===== src/design/clnbd_pkg.sv =====
// clnbd_pkg: shared types, request codes and init command table for the
// character lcd nibble bus driver. No dependencies.
`timescale 1ns / 1ps

package clnbd_pkg;

  localparam int MaxSnaps  = 7;
  localparam int SnapIdxW  = $clog2(MaxSnaps);
  localparam int InitLen   = 5;

  localparam logic [2:0] REQ_CMD    = 3'd0;
  localparam logic [2:0] REQ_DATA   = 3'd1;
  localparam logic [2:0] REQ_CURSOR = 3'd2;
  localparam logic [2:0] REQ_BUSY   = 3'd3;
  localparam logic [2:0] REQ_TICK   = 3'd4;
  localparam logic [2:0] REQ_START  = 3'd5;

  localparam logic [7:0] CURSOR_FLAG = 8'h80;

  typedef struct packed {
    logic       en;
    logic       rs;
    logic       rw;
    logic [3:0] nib;
    logic       inp;
    logic       rdy;
    logic       rej;
  } snap_t;

  function automatic snap_t mk_snap(logic en, logic rs, logic rw, logic [3:0] nib,
                                    logic inp, logic rdy, logic rej);
    snap_t s;
    s.en  = en;
    s.rs  = rs;
    s.rw  = rw;
    s.nib = inp ? 4'd0 : nib;
    s.inp = inp;
    s.rdy = rdy;
    s.rej = rej;
    return s;
  endfunction

  function automatic logic [7:0] init_cmd(logic [2:0] step);
    logic [7:0] c;
    case (step)
      3'd0:    c = 8'h02;
      3'd1:    c = 8'h28;
      3'd2:    c = 8'h0C;
      3'd3:    c = 8'h01;
      3'd4:    c = 8'h06;
      default: c = 8'h00;
    endcase
    return c;
  endfunction

endpackage


===== src/design/clnbd_req_if.sv =====
// clnbd_req_if: request channel (valid/ready plus request fields).
// Depends on nothing.
`timescale 1ns / 1ps

interface clnbd_req_if;
  logic       valid;
  logic       ready;
  logic [2:0] req_type;
  logic [7:0] byte_value;
  logic       busy_pin;

  modport source (output valid, req_type, byte_value, busy_pin, input ready);
  modport sink   (input valid, req_type, byte_value, busy_pin, output ready);
endinterface


===== src/design/clnbd_pin_if.sv =====
// clnbd_pin_if: pin snapshot channel (valid/ready plus snapshot fields).
// Depends on nothing.
`timescale 1ns / 1ps

interface clnbd_pin_if;
  logic       valid;
  logic       ready;
  logic       enable_pin;
  logic       reg_select;
  logic       read_write;
  logic [3:0] data_nibble;
  logic       bus_is_input;
  logic       ready_res;
  logic       rejected;
  logic       last_item;

  modport source (output valid, enable_pin, reg_select, read_write, data_nibble,
                  bus_is_input, ready_res, rejected, last_item, input ready);
  modport sink   (input valid, enable_pin, reg_select, read_write, data_nibble,
                  bus_is_input, ready_res, rejected, last_item, output ready);
endinterface


===== src/design/char_lcd_nibble_bus_driver_top.sv =====
// char_lcd_nibble_bus_driver_top: hd44780-style 4-bit bus driver, one module.
// Depends on clnbd_pkg, clnbd_req_if and clnbd_pin_if.
//
//   channel  dir  handshake     payload
//   req      in   valid/ready   req_type, byte_value, busy_pin
//   pins     out  valid/ready   one pin snapshot per beat
//   cfg      in   cfg_we        cfg_index, cfg_data (write only)
//
// a request is decoded in its accept cycle into a burst of 0..7 snapshots held
// in the snapshot buffer, sent one beat per cycle while the pin channel is
// ready; the next item is taken in the cycle the final beat leaves, so
// throughput is set by the single output beat per cycle. items with no
// snapshot leave the buffer empty. rst is synchronous and returns the
// controller to idle with the buffer empty. output stalls hold the burst.
`timescale 1ns / 1ps

module char_lcd_nibble_bus_driver_top
  import clnbd_pkg::*;
(
  input  logic        clk,
  input  logic        rst,
  clnbd_req_if.sink   req,
  clnbd_pin_if.source pins,
  input  logic        cfg_we,
  input  logic        cfg_index,
  input  logic [7:0]  cfg_data
);

  typedef enum logic [1:0] {PH_IDLE, PH_INIT, PH_POLL} phase_t;

  phase_t     phase, phase_next;
  logic [2:0] init_step, init_step_next;
  logic [7:0] wait_count, wait_count_next;
  logic       select_level, select_level_next;
  logic [3:0] nibble_level, nibble_level_next;
  logic [7:0] power_up_wait_ticks;
  logic [7:0] init_step_wait_ticks;

  snap_t             snaps [MaxSnaps];
  snap_t             snaps_next [MaxSnaps];
  logic [SnapIdxW-1:0] snap_cnt, snap_cnt_next;
  logic [SnapIdxW-1:0] snap_idx;
  logic                buf_valid;

  logic       in_fire, out_fire, last_beat;
  logic [7:0] wbyte;
  logic [7:0] wc_dec;
  logic       do_write;
  logic       write_sel;

  assign last_beat = snap_idx == (snap_cnt - SnapIdxW'(1));
  assign out_fire  = pins.valid && pins.ready;
  assign req.ready = !buf_valid || (out_fire && last_beat);
  assign in_fire   = req.valid && req.ready;

  assign pins.valid        = buf_valid;
  assign pins.enable_pin   = snaps[snap_idx].en;
  assign pins.reg_select   = snaps[snap_idx].rs;
  assign pins.read_write   = snaps[snap_idx].rw;
  assign pins.data_nibble  = snaps[snap_idx].nib;
  assign pins.bus_is_input = snaps[snap_idx].inp;
  assign pins.ready_res    = snaps[snap_idx].rdy;
  assign pins.rejected     = snaps[snap_idx].rej;
  assign pins.last_item    = last_beat;

  assign wc_dec = (wait_count != 8'd0) ? wait_count - 8'd1 : wait_count;

  always_comb begin
    phase_next        = phase;
    init_step_next    = init_step;
    wait_count_next   = wait_count;
    select_level_next = select_level;
    nibble_level_next = nibble_level;
    snap_cnt_next     = '0;
    do_write          = 1'b0;
    write_sel         = 1'b0;
    wbyte             = req.byte_value;
    for (int k = 0; k < MaxSnaps; k++) begin
      snaps_next[k] = '0;
    end

    case (req.req_type) inside
      REQ_CMD, REQ_DATA, REQ_CURSOR, REQ_START: begin
        if (phase != PH_IDLE) begin
          // refused: present pin levels, state untouched
          if (phase == PH_POLL) begin
            snaps_next[0] = mk_snap(1'b0, 1'b0, 1'b1, 4'd0, 1'b1, 1'b0, 1'b1);
          end else begin
            snaps_next[0] = mk_snap(1'b0, select_level, 1'b0, nibble_level,
                                    1'b0, 1'b0, 1'b1);
          end
          snap_cnt_next = SnapIdxW'(1);
        end else if (req.req_type == REQ_START) begin
          phase_next        = PH_INIT;
          init_step_next    = 3'd0;
          wait_count_next   = power_up_wait_ticks;
          select_level_next = 1'b0;
          snaps_next[0] = mk_snap(1'b0, 1'b0, 1'b0, nibble_level, 1'b0, 1'b0, 1'b0);
          snap_cnt_next = SnapIdxW'(1);
        end else begin
          do_write  = 1'b1;
          write_sel = req.req_type == REQ_DATA;
          wbyte     = (req.req_type == REQ_CURSOR) ? (req.byte_value | CURSOR_FLAG)
                                                   : req.byte_value;
          // busy poll opens straight after the byte
          snaps_next[6]     = mk_snap(1'b0, 1'b0, 1'b1, 4'd0, 1'b1, 1'b0, 1'b0);
          snap_cnt_next     = SnapIdxW'(7);
          phase_next        = PH_POLL;
          select_level_next = 1'b0;
        end
      end
      REQ_BUSY: begin
        if (phase == PH_POLL) begin
          snaps_next[0] = mk_snap(1'b1, 1'b0, 1'b1, 4'd0, 1'b1, 1'b0, 1'b0);
          snaps_next[1] = mk_snap(1'b0, 1'b0, 1'b1, 4'd0, 1'b1, 1'b0, 1'b0);
          snaps_next[2] = mk_snap(1'b1, 1'b0, 1'b1, 4'd0, 1'b1, 1'b0, 1'b0);
          snaps_next[3] = mk_snap(1'b0, 1'b0, 1'b1, 4'd0, 1'b1, 1'b0, 1'b0);
          snap_cnt_next = SnapIdxW'(4);
          if (!req.busy_pin) begin
            phase_next    = PH_IDLE;
            snaps_next[4] = mk_snap(1'b0, 1'b0, 1'b0, nibble_level, 1'b0, 1'b1, 1'b0);
            snap_cnt_next = SnapIdxW'(5);
          end
        end
      end
      REQ_TICK: begin
        if (phase == PH_INIT) begin
          wait_count_next = wc_dec;
          if (wc_dec == 8'd0) begin
            if (init_step < 3'(InitLen)) begin
              do_write          = 1'b1;
              write_sel         = 1'b0;
              select_level_next = 1'b0;
              wbyte             = init_cmd(init_step);
              init_step_next    = init_step + 3'd1;
              wait_count_next   = init_step_wait_ticks;
              snap_cnt_next     = SnapIdxW'(6);
            end else begin
              phase_next        = PH_POLL;
              select_level_next = 1'b0;
              snaps_next[0] = mk_snap(1'b0, 1'b0, 1'b1, 4'd0, 1'b1, 1'b0, 1'b0);
              snap_cnt_next = SnapIdxW'(1);
            end
          end
        end
      end
      default: ;
    endcase

    if (do_write) begin
      // high nibble then low nibble: strobe up with bus clear, place, strobe down
      snaps_next[0] = mk_snap(1'b1, write_sel, 1'b0, 4'd0, 1'b0, 1'b0, 1'b0);
      snaps_next[1] = mk_snap(1'b1, write_sel, 1'b0, wbyte[7:4], 1'b0, 1'b0, 1'b0);
      snaps_next[2] = mk_snap(1'b0, write_sel, 1'b0, wbyte[7:4], 1'b0, 1'b0, 1'b0);
      snaps_next[3] = mk_snap(1'b1, write_sel, 1'b0, 4'd0, 1'b0, 1'b0, 1'b0);
      snaps_next[4] = mk_snap(1'b1, write_sel, 1'b0, wbyte[3:0], 1'b0, 1'b0, 1'b0);
      snaps_next[5] = mk_snap(1'b0, write_sel, 1'b0, wbyte[3:0], 1'b0, 1'b0, 1'b0);
      nibble_level_next = wbyte[3:0];
    end
  end

  always_ff @(posedge clk) begin
    if (rst) begin
      phase                <= PH_IDLE;
      init_step            <= 3'd0;
      wait_count           <= 8'd0;
      select_level         <= 1'b0;
      nibble_level         <= 4'd0;
      power_up_wait_ticks  <= 8'd30;
      init_step_wait_ticks <= 8'd1;
      buf_valid            <= 1'b0;
      snap_cnt             <= '0;
      snap_idx             <= '0;
    end else begin
      if (cfg_we) begin
        if (cfg_index == 1'b0) begin
          power_up_wait_ticks <= cfg_data;
        end else begin
          init_step_wait_ticks <= cfg_data;
        end
      end
      if (in_fire) begin
        phase        <= phase_next;
        init_step    <= init_step_next;
        wait_count   <= wait_count_next;
        select_level <= select_level_next;
        nibble_level <= nibble_level_next;
        snaps        <= snaps_next;
        snap_cnt     <= snap_cnt_next;
        snap_idx     <= '0;
        buf_valid    <= snap_cnt_next != '0;
      end else if (out_fire) begin
        if (last_beat) begin
          buf_valid <= 1'b0;
        end else begin
          snap_idx <= snap_idx + SnapIdxW'(1);
        end
      end
    end
  end

endmodule


===== src/flat_wrapper.sv =====
// flat-port wrapper written by rule: the top's interface ports become plain ports
module char_lcd_nibble_bus_driver_top_flat import clnbd_pkg::*;
  (clk, rst, cfg_we, cfg_index, cfg_data, req_valid, req_req_type, req_byte_value, req_busy_pin, req_ready, pins_valid, pins_enable_pin, pins_reg_select, pins_read_write, pins_data_nibble, pins_bus_is_input, pins_ready_res, pins_rejected, pins_last_item, pins_ready);
  clnbd_req_if req_i ();
  clnbd_pin_if pins_i ();
  input  logic clk;
  input  logic rst;
  input  logic cfg_we;
  input  logic cfg_index;
  input  logic [7:0] cfg_data;
  input wire logic [$bits(req_i.valid)-1:0] req_valid;
  input wire logic [$bits(req_i.req_type)-1:0] req_req_type;
  input wire logic [$bits(req_i.byte_value)-1:0] req_byte_value;
  input wire logic [$bits(req_i.busy_pin)-1:0] req_busy_pin;
  output wire logic [$bits(req_i.ready)-1:0] req_ready;
  output wire logic [$bits(pins_i.valid)-1:0] pins_valid;
  output wire logic [$bits(pins_i.enable_pin)-1:0] pins_enable_pin;
  output wire logic [$bits(pins_i.reg_select)-1:0] pins_reg_select;
  output wire logic [$bits(pins_i.read_write)-1:0] pins_read_write;
  output wire logic [$bits(pins_i.data_nibble)-1:0] pins_data_nibble;
  output wire logic [$bits(pins_i.bus_is_input)-1:0] pins_bus_is_input;
  output wire logic [$bits(pins_i.ready_res)-1:0] pins_ready_res;
  output wire logic [$bits(pins_i.rejected)-1:0] pins_rejected;
  output wire logic [$bits(pins_i.last_item)-1:0] pins_last_item;
  input wire logic [$bits(pins_i.ready)-1:0] pins_ready;
  assign req_i.valid = req_valid;
  assign req_i.req_type = req_req_type;
  assign req_i.byte_value = req_byte_value;
  assign req_i.busy_pin = req_busy_pin;
  assign req_ready = req_i.ready;
  assign pins_valid = pins_i.valid;
  assign pins_enable_pin = pins_i.enable_pin;
  assign pins_reg_select = pins_i.reg_select;
  assign pins_read_write = pins_i.read_write;
  assign pins_data_nibble = pins_i.data_nibble;
  assign pins_bus_is_input = pins_i.bus_is_input;
  assign pins_ready_res = pins_i.ready_res;
  assign pins_rejected = pins_i.rejected;
  assign pins_last_item = pins_i.last_item;
  assign pins_i.ready = pins_ready;
  char_lcd_nibble_bus_driver_top u_core (.clk(clk), .rst(rst), .req(req_i), .pins(pins_i), .cfg_we(cfg_we), .cfg_index(cfg_index), .cfg_data(cfg_data));
endmodule

===== config.mk =====
export PLATFORM = sky130hd
export DESIGN_NAME = char_lcd_nibble_bus_driver_top_flat
export DESIGN_NICKNAME = d
export VERILOG_FILES = /design/src/design/clnbd_pkg.sv /design/src/design/clnbd_req_if.sv /design/src/design/clnbd_pin_if.sv /design/src/design/char_lcd_nibble_bus_driver_top.sv /design/src/flat_wrapper.sv
export SDC_FILE = /design/constraint.sdc
export NUM_CORES = 1
export LEC_CHECK = 0
export ABC_CLOCK_PERIOD_IN_PS = 5900
export BUFFER_PORTS_ARGS = -buffer_cell sky130_fd_sc_hd__buf_2
export CELL_PAD_IN_SITES_DETAIL_PLACEMENT = 1
export CELL_PAD_IN_SITES_GLOBAL_PLACEMENT = 2
export CORE_UTILIZATION = 39
export DETAILED_ROUTE_END_ITERATION = 8
export PLACE_DENSITY_LB_ADDON = 0.1
export SLEW_MARGIN = 10
export SYNTH_ARGS = -nofsm -noshare
export SYNTH_HDL_FRONTEND = slang
export SYNTH_SLANG_ARGS = --single-unit
export TNS_END_PERCENT = 20

===== constraint.sdc =====
create_clock -name clk -period 5.9 [get_ports clk]
set_input_delay 1.475 -clock clk [delete_from_list [all_inputs] [get_ports clk]]
set_output_delay 1.475 -clock clk [all_outputs]
set_load 0.005 [all_outputs]

# == Word-level counts from Yosys, hierarchy flattened ==
# Cells that the tools add are included.
# totals
output_inout_bits,13
inputBits,26
register_bits,111
wordCells,210
# classes
reduce_logical,35
n_mux,85
magnitude_cmp,2
bitwise_logic,7
eq_ne,18
addsub,4
# op_table
op,n
8-bit 2-to-1 mux,20
40-bit 2-to-1 mux,2
10-bit 2-to-1 mux,7
59-bit 2-to-1 mux,1
3-bit 2-to-1 mux,17
50-bit 2-to-1 mux,1
10-bit binary-select mux with 3-bit select,1
6-bit one-hot mux with 5 select lines,1
1-bit 2-to-1 mux,21
2-bit 2-to-1 mux,10
9-bit 2-to-1 mux,2
8-bit AND reduction,2
7-bit 2-to-1 mux,2
2-bit nonzero test,7
"3-bit by 2-bit == test with 1-bit output, second input constant",4
2-bit AND reduction,6
6-bit AND reduction,2
3-bit nonzero test,4
"3-bit == test, second input constant",3
8-bit logical NOT,1
8-bit nonzero test,1
"8-bit by 1-bit subtractor with 8-bit output, second input constant",1
7-bit OR reduction,1
"3-bit by 1-bit adder with 3-bit output, second input constant",2
20 further kinds,32

# == Depth between registers and ports, before layout ==
# logic_depth
ltp_word,10
mapped_depth,11
depth_no_buf,9

# == Least setup slack after synthesis ==
# No wires, ideal clock.
# synth_path
path_kind,input to register
startpoint,input pins_ready
endpoint,"register u_core.snaps[13] in the netlist's numbering, enable pin"
path_buffers,0
setup_time_ns,0.405
arrival_time_ns,2.869
required_ns,5.495
slack_ns,2.626
stages,3
cell_sequence,a41o_2 -> nand2_1 -> nor2_1
# synth_via
elab_chain_len,5
# synth_rtl
element,line,source
start: declaration,flat_wrapper.sv:25,input wire logic [$bits(pins_i.ready)-1:0] pins_ready;
1-bit logical AND,char_lcd_nibble_bus_driver_top.sv:52,assign out_fire = pins.valid && pins.ready;
1-bit logical AND,char_lcd_nibble_bus_driver_top.sv:53,assign req.ready = !buf_valid || (out_fire && last_beat);
1-bit logical OR,char_lcd_nibble_bus_driver_top.sv:53,
1-bit logical AND,char_lcd_nibble_bus_driver_top.sv:54,assign in_fire = req.valid && req.ready;
2-bit AND reduction (no line),n/a,
end signal: assignment,char_lcd_nibble_bus_driver_top.sv:188,snaps <= snaps_next;
end: declaration,char_lcd_nibble_bus_driver_top.sv:39,snap_t snaps [MaxSnaps];
# Every way passes these cells.
# A chain may end at the register's enable or synchronous reset.

# == Worst setup path after layout ==
# layout_path
startpoint,register u_core.snap_idx[2]
endpoint,output req_ready
# layout_via
elab_chain_len,3
# layout_rtl
element,line,source
start: declaration,char_lcd_nibble_bus_driver_top.sv:42,logic [SnapIdxW-1:0] snap_idx;
start signal: assignment,char_lcd_nibble_bus_driver_top.sv:196,snap_idx <= snap_idx + SnapIdxW'(1);
3-bit == test,char_lcd_nibble_bus_driver_top.sv:51,assign last_beat = snap_idx == (snap_cnt - SnapIdxW'(1));
1-bit logical AND,char_lcd_nibble_bus_driver_top.sv:53,
1-bit logical OR,char_lcd_nibble_bus_driver_top.sv:53,
end: declaration,flat_wrapper.sv:15,output wire logic [$bits(req_i.ready)-1:0] req_ready;
# Every way passes these cells.

==> qor_table.md <==
| Item | Reported | Unit |
|---|---|---|
| Final TNS setup | 0 | ps |
| Crit. path cell count | 3 | - |
| Family with the most delay on the worst path | flip-flops | - |
| Cell at the root of the clock tree | sky130_fd_sc_hd__clkbuf_8 | - |
| Relative slew margins | 26.0 | % |
| CTS H-tree depth | 3 | - |
| Type of element launching the critical path | flop | - |
| Cell area power density | 268 | mW/mm^2 |
| Clock network latency to the later pin of the worst-skew pair | 350 | ps |
| Clock-pin slew on the worst setup and hold paths | 70 | ps |
| Worst-case hold slack | 462 | ps |
| Buffers on Ports | 38 | - |
| Starting DRC count in detailed routing | 116 | - |
| Hold Crit Depth | 2 | - |
| Critical path class | reg -> out | - |
| Flip-flop and latch area | 0.00152 | mm^2 |
| Total setup violations reported at the end of the flow | 0 | - |
| Post-synthesis net count | 432 | - |
| Max_cap viols | 0 | - |
| Grt met3 use | 2.79 | % |
| Number of cells on the worst reg-to-reg path | 8 | - |
| Wire length of the first global-routing pass | 16400 | um |
| Initial standard-cell utilization of the core | 40.7 | % |
| Diode count | 0 | - |
| Final-report max-slew violation count | 0 | - |
| Setup repair after global routing missed its margin | false | - |
| Post-DR vias/cell | 5.64 | - |
| Number of setup buffers added after CTS | 0 | - |
| Largest net degree at the start of global routing | 34 | - |
| Data arrival, critical path | 1990 | ps |
| Number of storage elements in the synthesis netlist | 64 | - |
| Number of enable-type register cells in the synthesized netlist | 24 | - |
| Routability-driven placement congestion ratio | 0.815 | - |
| Global-route total usage across every layer | 21.8 | % |
| Setup clock skew after layout | 12.7 | ps |
| Failing checks | design-rule violations | - |
| Residual antenna-violating net count after detailed routing | 0 | - |
| Period utilisation layout | 58.7 | % |
| Post-synthesis instance area | 0.00360 | mm^2 |
| Tightest Pin Transition | 1110 | ps |
| Crit Path Max Fanout | 16 | - |
| I/O pin cnt | 39 | - |
| Mean Syn Cell Area | 9.04 | um^2 |
| Filler instances | 1051 | - |
| Antenna violations before repair | 0 | - |
| Placed wire-length estimate | 7230 | um |
| Met2 track demand over resource | 41.2 | % |
| Growth of design area from synthesis to finish | 12.0 | % |
| Number of standard cells after synthesis | 398 | - |
| Post-synthesis cell type count | 62 | - |
| Reg-to-reg slack, setup | 2870 | ps |
| Commonest register cell after synthesis | sky130_fd_sc_hd__dfxtp_1 | - |
| Clock tree from TritonCTS | done | - |
| Worst IR Drop VDD | 0.000124 | V |
| Pre-antenna DRT Iters | 6 | - |
| Met1 demand-to-capacity share in global routing | 25.2 | % |
| Area of the die | 0.00962 | mm^2 |
| Share of post-route cells with drive strength above 1 | 16.7 | % |
| Cells resized by post-CTS repair | 0 | - |
| GR peak layer | met2 | - |
| Height of the chip | 98.1 | um |
| Num Clock Sinks | 64 | - |
| Worst hold-check path type | reg -> reg | - |
| Achievable frequency | 289 | MHz |
| Shortest period the worst path allows | 3460 | ps |
| Crit-path cells | xnor3_1, a41o_2, buf_2 | - |
| Outcome | complete, but fails checks | - |
| Row count | 34 | - |
| Total area of multi-input combinational cells | 0.00189 | mm^2 |
| Routed vias | 3014 | - |
| Buffering stage count on the worst path with inverters included | 1 | - |
| Pleak | 1.54 | nW |
| Buffer depth of the longest clock path | 2 | - |
| Crit end category | primary output | - |
| Library cell contributing the largest single delay on the critical path | sky130_fd_sc_hd__dfxtp_1 | - |
| Most used cells in the layout excluding fill and tap cells | 41 x sky130_fd_sc_hd__nand2_1, 40 x sky130_fd_sc_hd__dfxtp_1, 38 x sky130_fd_sc_hd__buf_2, 30 x sky130_fd_sc_hd__nor2_1, 28 x sky130_fd_sc_hd__a21oi_1 | - |
| Die X | 98.1 | um |
| Share of flip-flops with an asynchronous set or reset | 0 | % |
| Total number of yosys warnings | 0 | - |
| Required time of the worst setup path | 4430 | ps |
| GR Overflow Total | 0 | - |
| Leading cell type in the layout, fill and taps excluded | sky130_fd_sc_hd__nand2_1 | - |
| Final hold vios | 0 | - |
| Seq/Total Area, Yosys | 42.3 | % |
| Hold-fix buffers, CTS | 0 | - |
| Total Power | 0.00108 | W |
| Number of global-route vias before repair | 3230 | - |
| Total Routed Length | 9660 | um |
| Largest stage delay, worst path | 660 | ps |
| Total number of nets in the final design | 455 | - |
| Cts bufs inserted | 9 | - |
| Detail-routed net length per standard cell | 18.1 | um |
| Residual DRC | 5 | - |
| Core Region | 0.00885 | mm^2 |
## power breakdown
part / switching, W / leakage (nW) / internal [W]
clock network: 0.000171 / 0.112 / 0.000244
registers: 0.0000165 / 0.558 / 0.000480
logic: 0.000107 / 0.868 / 0.0000630
## logic make-up (layout without fill, tap and decap cells)
| kind of cell | Yosys count | after routing | share of synthesized area (%) |
|---|---|---|---|
| AOI/OAI and AO/OA | 103 | 103 | 19.9 |
| and+or+nand+nor | 149 | 149 | 21.7 |
| muxes | 20 | 20 | 5.60 |
| xor gates and xnor gates | 9 | 9 | 2.57 |
| adders and majority gates | 8 | 8 | 2.78 |
| DFF | 64 | 64 | 42.3 |
| buffers and inverters | 45 | 73 | 5.18 |
## state kept, by name (all words and copies together), names as in the netlist, 2 cells and up
register and count:
u_core.snaps 24, u_core.init_step_wait_ticks 8, u_core.power_up_wait_ticks 8, u_core.wait_count 8, u_core.nibble_level 4, u_core.init_step 3, u_core.snap_cnt 3, u_core.snap_idx 3
u_core.phase 2
## worst register-to-register path: cells and delay by family (launching register included)
| kind | cells | cell delay, ps |
|---|---|---|
| flip-flops | 1 | 390 |
| buffers and inverters | 1 | 160 |
| adder cells (fa/ha/maj) | 1 | 330 |
| AND/OR/NAND/NOR | 3 | 980 |
| AO/OA/AOI/OAI | 3 | 910 |
## path summary, 6_finish.rpt
path                                       start                             end
setup reg to reg            u_core.wait_count[0]                u_core.snaps[26]
setup / recovery              u_core.snap_idx[2]                       req_ready
hold / removal    u_core.init_step_wait_ticks[6]  u_core.init_step_wait_ticks[6]
hold reg to reg   u_core.init_step_wait_ticks[6]  u_core.init_step_wait_ticks[6]
## synth_stat cells (5+ instances only)
cell type / instances / area (um^2)
sky130_fd_sc_hd__nor2_1: 31 / 116
sky130_fd_sc_hd__ha_1: 8 / 100
sky130_fd_sc_hd__nor2b_1: 7 / 43.8
sky130_fd_sc_hd__clkbuf_1: 17 / 63.8
sky130_fd_sc_hd__o22ai_1: 8 / 50.1
sky130_fd_sc_hd__dfxtp_1: 40 / 801
sky130_fd_sc_hd__nor3_1: 14 / 70.1
sky130_fd_sc_hd__edfxtp_1: 24 / 721
sky130_fd_sc_hd__buf_2: 5 / 25.0
sky130_fd_sc_hd__xor2_1: 6 / 52.6
sky130_fd_sc_hd__nand2b_1: 5 / 31.3
sky130_fd_sc_hd__a221oi_1: 5 / 43.8
sky130_fd_sc_hd__o31ai_1: 7 / 52.6
sky130_fd_sc_hd__a31oi_1: 7 / 43.8
sky130_fd_sc_hd__a21oi_1: 28 / 140
sky130_fd_sc_hd__mux2i_1: 19 / 190
sky130_fd_sc_hd__nor4_1: 5 / 31.3
sky130_fd_sc_hd__nand2_1: 41 / 154
sky130_fd_sc_hd__nand3_1: 15 / 75.1
sky130_fd_sc_hd__o21ai_0: 14 / 70.1
sky130_fd_sc_hd__inv_1: 19 / 71.3
## stage by stage
step                      setup WS (ps)  instance area (um^2)  utilization [%]  std cells
after CTS                          2410                  4030             45.6        534
after detailed placement           2330                  3810             43.1        518
after global routing               2320                  4030             45.6        534
final                              2440                  4030             45.6        534
after floorplan                    2630                  3600                -        398
after global placement             2380                  3810             43.1        518
## metal layers
layer	vias up	share of wire [%]	wire, um
li1	1516	-	-
met3	12	1.7	163
met4	0	1.3	128
met1	1456	44	4220
met5	-	0	0
met2	30	53	5140
## cell type report
class                      instances  area share, %
timing repair buffer              38           4.72
sequential                        64           37.7
clock buffer                      14           4.56
inverter                          19           1.77
multi-input combinational        289           47.0
clock inverter                     2          0.869
tap                              108           3.35
Note: power is estimated with default switching activity, not from simulation.
